--- src/hw/rtl/assert_macros.svh ---
// Assertion macros for the RTL files of the packet scheduler.
`ifndef ASSERT_MACROS_SVH
`define ASSERT_MACROS_SVH
`ifndef SYNTHESIS
// Property that must hold at every clock edge outside reset.
`define TDFS_ASSERT(lbl, clk, rst_n, prop) \
  lbl: assert property (@(posedge clk) disable iff (!rst_n) (prop)) \
    else $error("tdfs assertion failed");
// Condition that must never be true outside reset.
`define TDFS_ASSERT_NEVER(lbl, clk, rst_n, cond) \
  lbl: assert property (@(posedge clk) disable iff (!rst_n) !(cond)) \
    else $error("tdfs forbidden condition seen");
`else
`define TDFS_ASSERT(lbl, clk, rst_n, prop)
`define TDFS_ASSERT_NEVER(lbl, clk, rst_n, cond)
`endif
`endif

--- src/hw/rtl/tdfs_pkg.sv ---
// Package with widths, reset values and controller/datapath interface types.
package tdfs_pkg;

  localparam int unsigned MaxEntriesDefault = 64;
  localparam int unsigned ArrW  = 32;
  localparam int unsigned ProcW = 16;
  localparam int unsigned TimeW = 40;
  localparam int unsigned SizeW = 7;
  localparam logic [SizeW-1:0] BufSizeReset = 7'd64;

  // Commands from the controller to the datapath.
  typedef struct packed {
    logic latch_in;
    logic retire;
    logic finish;
  } ctrl_cmd_t;

  // Status from the datapath to the controller.
  typedef struct packed {
    logic empty;
    logic retire_ok;
  } dp_status_t;

endpackage

--- src/hw/rtl/tail_drop_fifo_packet_scheduler_core.sv ---
// Tail-drop FIFO packet scheduler: one packet in, one drop flag and start time out.
// A packet transaction is taken in while the block is idle, then retires every stored finish
// time that is due from the front of the queue, one per cycle, since the head entry is read
// from the finish-time RAM through its registered read port, and then hands off its result;
// a waiting result holds the block back only when the next one is ready to leave.
// Results come out in packet order. A dropped packet reports start time 0.
// Buffer size is written through cfg_we_i/cfg_wdata_i; the user must write it only while
// the block is idle, which the block itself does not enforce. It resets to 64 and saturates at
// MaxEntries; a size of zero drops every packet. The finish-time store needs no clearing after reset.
module tail_drop_fifo_packet_scheduler_core #(
  parameter int unsigned MaxEntries = tdfs_pkg::MaxEntriesDefault
) (
  input  logic                       clk_i,
  input  logic                       rst_ni,
  input  logic                       cfg_we_i,
  input  logic [tdfs_pkg::SizeW-1:0] cfg_wdata_i,
  input  logic                       s_axis_tvalid,
  output logic                       s_axis_tready,
  // Bits 31:0 arrival_time, bits 47:32 process_time.
  input  logic [47:0]                s_axis_tdata,
  output logic                       m_axis_tvalid,
  input  logic                       m_axis_tready,
  // Bits 39:0 start_time.
  output logic [39:0]                m_axis_tdata,
  // Bit 0 dropped.
  output logic [0:0]                 m_axis_tuser
);
  import tdfs_pkg::*;

`include "assert_macros.svh"

  ctrl_cmd_t  cmd;
  dp_status_t status;
  logic       dropped;

  tdfs_controller u_ctrl (
    .clk_i       (clk_i),
    .rst_ni      (rst_ni),
    .in_valid_i  (s_axis_tvalid),
    .in_ready_o  (s_axis_tready),
    .out_valid_o (m_axis_tvalid),
    .out_ready_i (m_axis_tready),
    .status_i    (status),
    .cmd_o       (cmd)
  );

  tdfs_datapath #(
    .MaxEntries (MaxEntries)
  ) u_dp (
    .clk_i          (clk_i),
    .rst_ni         (rst_ni),
    .cfg_we_i       (cfg_we_i),
    .cfg_wdata_i    (cfg_wdata_i),
    .arrival_time_i (s_axis_tdata[ArrW-1:0]),
    .process_time_i (s_axis_tdata[ArrW+ProcW-1:ArrW]),
    .cmd_i          (cmd),
    .status_o       (status),
    .dropped_o      (dropped),
    .start_time_o   (m_axis_tdata)
  );

  assign m_axis_tuser = dropped;

  // A retirement only ever happens on a non-empty queue.
  `TDFS_ASSERT_NEVER(a_retire_empty, clk_i, rst_ni, cmd.retire && status.empty)
  // Retiring and finishing a packet are exclusive in one cycle.
  `TDFS_ASSERT_NEVER(a_retire_finish, clk_i, rst_ni, cmd.retire && cmd.finish)
  // An accepted packet is worked on before the next one is taken.
  `TDFS_ASSERT(a_one_at_a_time, clk_i, rst_ni, (s_axis_tvalid && s_axis_tready) |=> !s_axis_tready)
  // A dropped packet always reports start time zero.
  `TDFS_ASSERT(a_drop_zero, clk_i, rst_ni, (m_axis_tvalid && m_axis_tuser[0]) |-> (m_axis_tdata == '0))

endmodule

--- src/hw/rtl/tdfs_ram.sv ---
// Generic single-write, single-read RAM with registered read data.
module tdfs_ram #(
  parameter int unsigned Width = 8,
  parameter int unsigned Depth = 16,
  localparam int unsigned AddrW = (Depth > 1) ? $clog2(Depth) : 1
) (
  input  logic             clk_i,
  input  logic             we_i,
  input  logic [AddrW-1:0] waddr_i,
  input  logic [Width-1:0] wdata_i,
  input  logic [AddrW-1:0] raddr_i,
  output logic [Width-1:0] rdata_o
);

  logic [Width-1:0] mem_q [Depth];
  logic [Width-1:0] rdata_q;

  // Write port and registered read port.
  always_ff @(posedge clk_i) begin
    if (we_i) begin
      mem_q[waddr_i] <= wdata_i;
    end
    rdata_q <= mem_q[raddr_i];
  end

  assign rdata_o = rdata_q;

endmodule

--- src/hw/rtl/tdfs_datapath.sv ---
// Datapath: finish-time store, queue pointers, input latch and result register.
module tdfs_datapath #(
  parameter int unsigned MaxEntries = tdfs_pkg::MaxEntriesDefault
) (
  input  logic                          clk_i,
  input  logic                          rst_ni,
  input  logic                          cfg_we_i,
  input  logic [tdfs_pkg::SizeW-1:0]    cfg_wdata_i,
  input  logic [tdfs_pkg::ArrW-1:0]     arrival_time_i,
  input  logic [tdfs_pkg::ProcW-1:0]    process_time_i,
  input  tdfs_pkg::ctrl_cmd_t           cmd_i,
  output tdfs_pkg::dp_status_t          status_o,
  output logic                          dropped_o,
  output logic [tdfs_pkg::TimeW-1:0]    start_time_o
);
  import tdfs_pkg::*;

  localparam int unsigned AddrW = (MaxEntries > 1) ? $clog2(MaxEntries) : 1;
  localparam int unsigned CntW  = $clog2(MaxEntries + 1);
  localparam int unsigned CmpW  = (CntW > SizeW) ? CntW : SizeW;
  localparam logic [AddrW-1:0] LastIdx = AddrW'(MaxEntries - 1);
  localparam logic [CmpW-1:0]  MaxCmp  = CmpW'(MaxEntries);

  logic [AddrW-1:0] head_q, head_d, tail_q, tail_d, head_next, tail_next, rd_addr;
  logic [CntW-1:0]  count_q, count_d;
  logic [SizeW-1:0] bs_q;
  logic [ArrW-1:0]  arr_q;
  logic [ProcW-1:0] proc_q;
  logic [TimeW-1:0] tail_time_q, head_time;
  logic [TimeW-1:0] start_time, finish_time;
  logic [TimeW-1:0] out_start_q;
  logic             out_drop_q;
  logic [CmpW-1:0]  cap, bs_ext, count_ext;
  logic             empty, full, push;

  // Circular increment of a slot index.
  assign head_next = (head_q == LastIdx) ? '0 : head_q + 1'b1;
  assign tail_next = (tail_q == LastIdx) ? '0 : tail_q + 1'b1;

  // Capacity saturates at the store depth; a size of zero drops everything.
  assign bs_ext    = CmpW'(bs_q);
  assign count_ext = CmpW'(count_q);
  assign cap       = (bs_ext > MaxCmp) ? MaxCmp : bs_ext;
  assign empty     = (count_q == '0);
  assign full      = (count_ext >= cap);

  // Start time follows the newest finish time unless the queue is empty.
  assign start_time  = empty ? TimeW'(arr_q) : tail_time_q;
  assign finish_time = start_time + TimeW'(proc_q);
  assign push        = cmd_i.finish && !full;

  // Read the head entry; step ahead while retiring so the data keeps pace.
  assign rd_addr = cmd_i.retire ? head_next : head_q;

  tdfs_ram #(
    .Width (TimeW),
    .Depth (MaxEntries)
  ) u_store (
    .clk_i   (clk_i),
    .we_i    (push),
    .waddr_i (tail_q),
    .wdata_i (finish_time),
    .raddr_i (rd_addr),
    .rdata_o (head_time)
  );

  assign status_o.empty     = empty;
  assign status_o.retire_ok = !empty && (head_time <= TimeW'(arr_q));

  // Pointer and count updates.
  always_comb begin
    head_d  = head_q;
    tail_d  = tail_q;
    count_d = count_q;
    if (cmd_i.retire) begin
      head_d  = head_next;
      count_d = count_q - 1'b1;
    end else if (push) begin
      tail_d  = tail_next;
      count_d = count_q + 1'b1;
    end
  end

  // Control state of the queue and the buffer size register.
  always_ff @(posedge clk_i or negedge rst_ni) begin
    if (!rst_ni) begin
      head_q  <= '0;
      tail_q  <= '0;
      count_q <= '0;
      bs_q    <= BufSizeReset;
    end else begin
      head_q  <= head_d;
      tail_q  <= tail_d;
      count_q <= count_d;
      if (cfg_we_i) begin
        bs_q <= cfg_wdata_i;
      end
    end
  end

  // Payload registers: input latch, newest finish time and the result.
  always_ff @(posedge clk_i) begin
    if (cmd_i.latch_in) begin
      arr_q  <= arrival_time_i;
      proc_q <= process_time_i;
    end
    if (push) begin
      tail_time_q <= finish_time;
    end
    if (cmd_i.finish) begin
      out_drop_q  <= full;
      out_start_q <= full ? '0 : start_time;
    end
  end

  assign dropped_o    = out_drop_q;
  assign start_time_o = out_start_q;

endmodule

--- src/hw/rtl/tdfs_controller.sv ---
// Controller: sequences input acceptance, retirement and result hand-off.
module tdfs_controller (
  input  logic                  clk_i,
  input  logic                  rst_ni,
  input  logic                  in_valid_i,
  output logic                  in_ready_o,
  output logic                  out_valid_o,
  input  logic                  out_ready_i,
  input  tdfs_pkg::dp_status_t  status_i,
  output tdfs_pkg::ctrl_cmd_t   cmd_o
);
  import tdfs_pkg::*;

  typedef enum logic {
    StIdle,
    StCheck
  } state_e;

  state_e state_q, state_d;
  logic   out_valid_q, out_valid_d;
  logic   out_free;

  assign out_free = !out_valid_q || out_ready_i;

  // Next state and commands.
  always_comb begin
    state_d       = state_q;
    out_valid_d   = out_valid_q && !out_ready_i;
    cmd_o.latch_in = 1'b0;
    cmd_o.retire   = 1'b0;
    cmd_o.finish   = 1'b0;
    unique case (state_q)
      StIdle: begin
        if (in_valid_i) begin
          cmd_o.latch_in = 1'b1;
          state_d        = StCheck;
        end
      end
      StCheck: begin
        if (status_i.retire_ok) begin
          cmd_o.retire = 1'b1;
        end else if (out_free) begin
          cmd_o.finish = 1'b1;
          out_valid_d  = 1'b1;
          state_d      = StIdle;
        end
      end
      default: begin
        state_d = StIdle;
      end
    endcase
  end

  // State and the registered result-valid flag.
  always_ff @(posedge clk_i or negedge rst_ni) begin
    if (!rst_ni) begin
      state_q     <= StIdle;
      out_valid_q <= 1'b0;
    end else begin
      state_q     <= state_d;
      out_valid_q <= out_valid_d;
    end
  end

  assign in_ready_o  = (state_q == StIdle);
  assign out_valid_o = out_valid_q;

endmodule

--- config.mk ---
export PLATFORM = sky130hd
export DESIGN_NAME = tail_drop_fifo_packet_scheduler_core
export DESIGN_NICKNAME = d
export VERILOG_FILES = /design/src/hw/rtl/tdfs_pkg.sv /design/src/hw/rtl/tail_drop_fifo_packet_scheduler_core.sv /design/src/hw/rtl/tdfs_ram.sv /design/src/hw/rtl/tdfs_datapath.sv /design/src/hw/rtl/tdfs_controller.sv
export VERILOG_INCLUDE_DIRS = /design/src /design/src/hw/rtl
export SDC_FILE = /design/constraint.sdc
export NUM_CORES = 2
export LEC_CHECK = 0
export ABC_AREA = 1
export BUFFER_PORTS_ARGS = -buffer_cell sky130_fd_sc_hd__buf_2
export CAP_MARGIN = 15
export CORE_ASPECT_RATIO = 0.5
export CORE_MARGIN = 2
export CORE_UTILIZATION = 27
export CTS_CLUSTER_SIZE = 20
export DETAILED_ROUTE_END_ITERATION = 8
export PLACE_DENSITY = 0.52
export SETUP_SLACK_MARGIN = 0.4
export SYNTH_ARGS = -nofsm -noshare
export SYNTH_HDL_FRONTEND = slang
export SYNTH_SLANG_ARGS = --single-unit
--- constraint.sdc ---
create_clock -name clk_i -period 7.16 [get_ports clk_i]
set_input_delay 1.432 -clock clk_i [delete_from_list [all_inputs] [get_ports clk_i]]
set_output_delay 1.432 -clock clk_i [all_outputs]
set_load 0.01 [all_outputs]
==> results.toml <==
[outcome]
status = "finished clean"

[sta]
period_needed_ns = 6.24
tightest_slew_ns = 1.21
postLayoutSetupSlackWorst_ns = 0.918
setup-violations-final = 0
rsz_0062_raised_after_global_routing = "false"
timing.slew.headroom = 0.190
finClkSkew_ns = 0.0640
fin_crit_sh = 0.872
setup-tns-final_ns = 0
timing.final.hold_violations = 0
timing_max_transition_violations_final = 0
fmax_mhz = 160

[routing]
vias_per_cell = 4.66
drt_wl_cell_um = 21.9
routed_wirelength_mm = 389
route.detailed.drc = 0
dr.pass1.iters = 6
detail_route.iter0.violations = 9533
antenna_violating_nets_post_route = 0
via_count = 82600

[power_and_ir_drop]
leakage_uw = 0.0563
power.net_switching_uw = 10300
power_density_nw_per_um2 = 283
power.share.switching = 0.262
intPower_uw = 29000
power.share.sequential = 0.510
combPwrFrac = 0.116
share_clk_of_total_power = 0.374
peakVddDrop_mv = 0.482

[hold_path]
min-delay-start = "u_dp.count_ext[6]"
hold_depth = 1
min_to = "u_dp.count_ext[6]"
hp-class = "flip-flop to flip-flop"

[synthesis]
synth_top_cell_by_area = "sky130_fd_sc_hd__edfxtp_1"
syn-instance-count = 11500
synth-edff-count = 2689
synthDominantCellAreaShare = 0.669
ys_top_cells_by_area = "sky130_fd_sc_hd__edfxtp_1 67%, sky130_fd_sc_hd__nand3_1 10%, sky130_fd_sc_hd__nand2_1 8.2%, sky130_fd_sc_hd__inv_1 7.2%, sky130_fd_sc_hd__buf_2 1.5%"
ys.flop_type = "sky130_fd_sc_hd__edfxtp_1"
synth-seq-area-share = 0.681
syn-cell-area_um2 = 121000
synth_area_per_inst_um2 = 10.5
synth_most_common_cell = "sky130_fd_sc_hd__edfxtp_1"
post_synth_most_frequent_cells = "2689 x sky130_fd_sc_hd__edfxtp_1, 2641 x sky130_fd_sc_hd__nand2_1, 2504 x sky130_fd_sc_hd__nand3_1"
synth.lib_cells_used.distinct = 43
synth_seq_cells = 2757
async_sr_flop_fraction = 0.0102
yosysWarnings = 0
mappedNetlistNets = 11600

[placement]
placement.io_buffers = 102
hpwl_mm = 211
globalplace.congestion = 0.837
dp_worst_setup_slack_ns = 0.468

[final_layout]
final_layout_size_suffix_gt1_frac = 0.0778
filler_cell_count = 45000
multiInputGateArea_um2 = 27700
ff_latch_area_um2 = 82300
nets = 11700
area_grow_syn2layout_pct = 15.1

[die]
die_x_um = 950
starting_utilization_of_the_core_area = 0.271
coreArea_um2 = 445000
die_h_um = 477
die_area_um2 = 453000
num_io_pins = 103
num_rows = 173

[global_route]
globalRouteOverflowTotal = 0
global_route.usage.total = 0.166
number_of_global_route_vias_before_repair = 77700
grt_max_degree = 129
number_of_antenna_violations_at_the_first_check_in_global_routing = 14
grt_pass1_wl_mm = 558

[cts]
clock_latency_ns = 0.88
ctsLongestPathBuffers = 4
clock_buffer_count_from_cts = 290
clockRootBuffer = "sky130_fd_sc_hd__clkbuf_16"
cts_tree = "done"
cts.sinks = 2757
cts_hold_repair.buffers = 0
clkTransAtPathRegs_ns = 0.06
htreeDepth = 5

[critical_path]
critPathKind = "flip-flop to flip-flop"
worst-r2r-setup-slack_ns = 0.92
worstPathArrival_ns = 6.84
r2r_cells = 23
worst_path_required_time_ns = 7.76
r2r-start = "u_dp.count_ext[1]"
critPathLaunchType = "flip-flop"
worstReg2RegEnd = "u_dp.u_store.mem_q[40][32]"
worstPathMaxFanout = 65
cp-end-kind = "flip-flop"

[flow_run]
max-cap-violations = 0
[what timing repair did]
item | in CTS | in global routing
gates resized for setup | 0 | 4
hold endpoints to repair | 0 | 0
endpoints found under the setup margin | 0 | 561
buffers inserted | 0 | 0
[worst max path at each step]
stage                            from                          to  slack [ns]
finish              u_dp.count_ext[1]  u_dp.u_store.mem_q[40][32]        0.92
detailed placement  u_dp.count_ext[1]   u_dp.u_store.mem_q[4][39]        0.47
global placement    u_dp.count_ext[1]   u_dp.u_store.mem_q[5][39]        0.29
CTS                 u_dp.count_ext[1]  u_dp.u_store.mem_q[27][39]        0.41
global route        u_dp.count_ext[1]  u_dp.u_store.mem_q[51][38]        0.44
floorplan               m_axis_tready   u_dp.u_store.mem_q[13][0]        0.01
[flip-flops by register name (all words and copies together) (netlist names)]
register              flops
u_dp.bs_ext               7
u_dp.count_ext            7
u_dp.tail_q               6
u_dp.u_store.rdata_o     40
u_dp.tail_time_q         40
u_ctrl.out_valid_o        1
u_dp.start_time_o        40
u_dp.arr_q               32
u_dp.proc_q              16
u_dp.head_q               6
u_dp.dropped_o            1
u_dp.u_store.mem_q     2560
u_ctrl.state_q            1
[critical path, cell delays in order (launching register included)]
cell                       delay, ns
sky130_fd_sc_hd__dfrtp_1        0.44
sky130_fd_sc_hd__nor4_1         0.35
sky130_fd_sc_hd__nand2_1        0.19
sky130_fd_sc_hd__inv_2          0.17
sky130_fd_sc_hd__o21ai_0        0.15
sky130_fd_sc_hd__inv_1          0.10
sky130_fd_sc_hd__ha_2           0.16
sky130_fd_sc_hd__inv_1          0.06
sky130_fd_sc_hd__fa_1           0.43
sky130_fd_sc_hd__o21ai_1        0.39
sky130_fd_sc_hd__a21oi_1        0.12
sky130_fd_sc_hd__o21bai_1       0.37
sky130_fd_sc_hd__nand2_1        0.11
sky130_fd_sc_hd__nand2_1        0.19
sky130_fd_sc_hd__nand2_1        0.07
sky130_fd_sc_hd__nand2_1        0.19
sky130_fd_sc_hd__a21oi_1        0.18
sky130_fd_sc_hd__o21ai_1        0.47
sky130_fd_sc_hd__nand3_1        0.32
sky130_fd_sc_hd__nor2_1         0.38
sky130_fd_sc_hd__nand2_1        0.22
sky130_fd_sc_hd__nor2_1         0.32
sky130_fd_sc_hd__xor2_4         0.19
sky130_fd_sc_hd__buf_12         0.32
[power by group through the flow]
stage	sequential (uW)	combinational, uW	clock, uW
2_1_floorplan	20500	2120	0
3_3_place_gp	20400	4470	0
3_5_place_dp	20400	4530	0
4_1_cts	20000	4540	14900
5_1_grt	20000	4880	15500
6_report	20000	4550	14700
[metal layers]
metal,global-route usage,vias up,routed length (um)
li1,-,37700,-
met1,0.232,41100,169000
met2,0.271,3241,180000
met3,0.0221,568,28500
met4,0.0439,0,10600
met5,0,-,0
[placed cells by master, fill, tap and decap left out, types with 5 or more instances in the layout]
cell type / count
sky130_fd_sc_hd__nand3_1: 2504
sky130_fd_sc_hd__o21ai_0: 43
sky130_fd_sc_hd__buf_12: 78
sky130_fd_sc_hd__nor2_1: 99
sky130_fd_sc_hd__clkinv_1: 64
sky130_fd_sc_hd__xor2_4: 19
sky130_fd_sc_hd__ha_1: 61
sky130_fd_sc_hd__buf_4: 214
sky130_fd_sc_hd__edfxtp_1: 2689
sky130_fd_sc_hd__o21ai_1: 6
sky130_fd_sc_hd__clkinv_2: 41
sky130_fd_sc_hd__bufinv_16: 16
sky130_fd_sc_hd__nor3_1: 17
sky130_fd_sc_hd__nor2_4: 65
sky130_fd_sc_hd__nand2_1: 2637
sky130_fd_sc_hd__dfxtp_1: 40
sky130_fd_sc_hd__inv_2: 15
sky130_fd_sc_hd__nor4_1: 5
sky130_fd_sc_hd__clkbuf_16: 301
sky130_fd_sc_hd__xnor2_1: 8
sky130_fd_sc_hd__nand3b_1: 200
sky130_fd_sc_hd__nand4_1: 16
sky130_fd_sc_hd__dfrtp_1: 27
sky130_fd_sc_hd__inv_1: 2316
sky130_fd_sc_hd__clkbuf_1: 63
sky130_fd_sc_hd__inv_6: 8
sky130_fd_sc_hd__diode_2: 7
sky130_fd_sc_hd__buf_2: 104
sky130_fd_sc_hd__clkbuf_8: 9
sky130_fd_sc_hd__xor2_1: 8
sky130_fd_sc_hd__xnor2_2: 11
sky130_fd_sc_hd__a21oi_1: 38
[through the flow]
| step | total power [uW] | utilization | std cells | cell area (um2) | hold slack [ns] |
|---|---|---|---|---|---|
| 6_report | 39300 | 0.312 | 17700 | 139000 | 0.542 |
| 5_1_grt | 40500 | 0.312 | 17700 | 139000 | 0.578 |
| 4_1_cts | 39500 | 0.312 | 17700 | 139000 | 0.544 |
| 3_5_place_dp | 24900 | 0.292 | 17200 | 130000 | 0.530 |
| 3_3_place_gp | 24800 | 0.292 | 17200 | 130000 | 0.502 |
| 2_1_floorplan | 22600 | - | 11500 | 121000 | 0.475 |
[cell type report]
type	instances	share of cell area
timing repair buffer	399	0.0269
sequential	2757	0.592
antenna	7	0.000126
inverter	2336	0.0633
clock buffer	373	0.0568
tap	5950	0.0536
multi-input combinational	5775	0.199
clock inverter	135	0.00769
[kinds of logic (layout without fill, tap and decap cells)]
group                    count (synthesis)  in the layout  synth area share
multiplexers                             4              4          0.000373
flip-flops                            2757           2757             0.681
adder cells (fa/ha/maj)                 64             64           0.00676
buffers and inverters                 2933           3243            0.0975
XOR/XNOR                                46             46           0.00340
other                                    0              7                 0
AND/OR/NAND/NOR                       5559           5559             0.206
AO/OA/AOI/OAI                          102            102           0.00450
No activity file was read; power rests on OpenSTA's default activity.
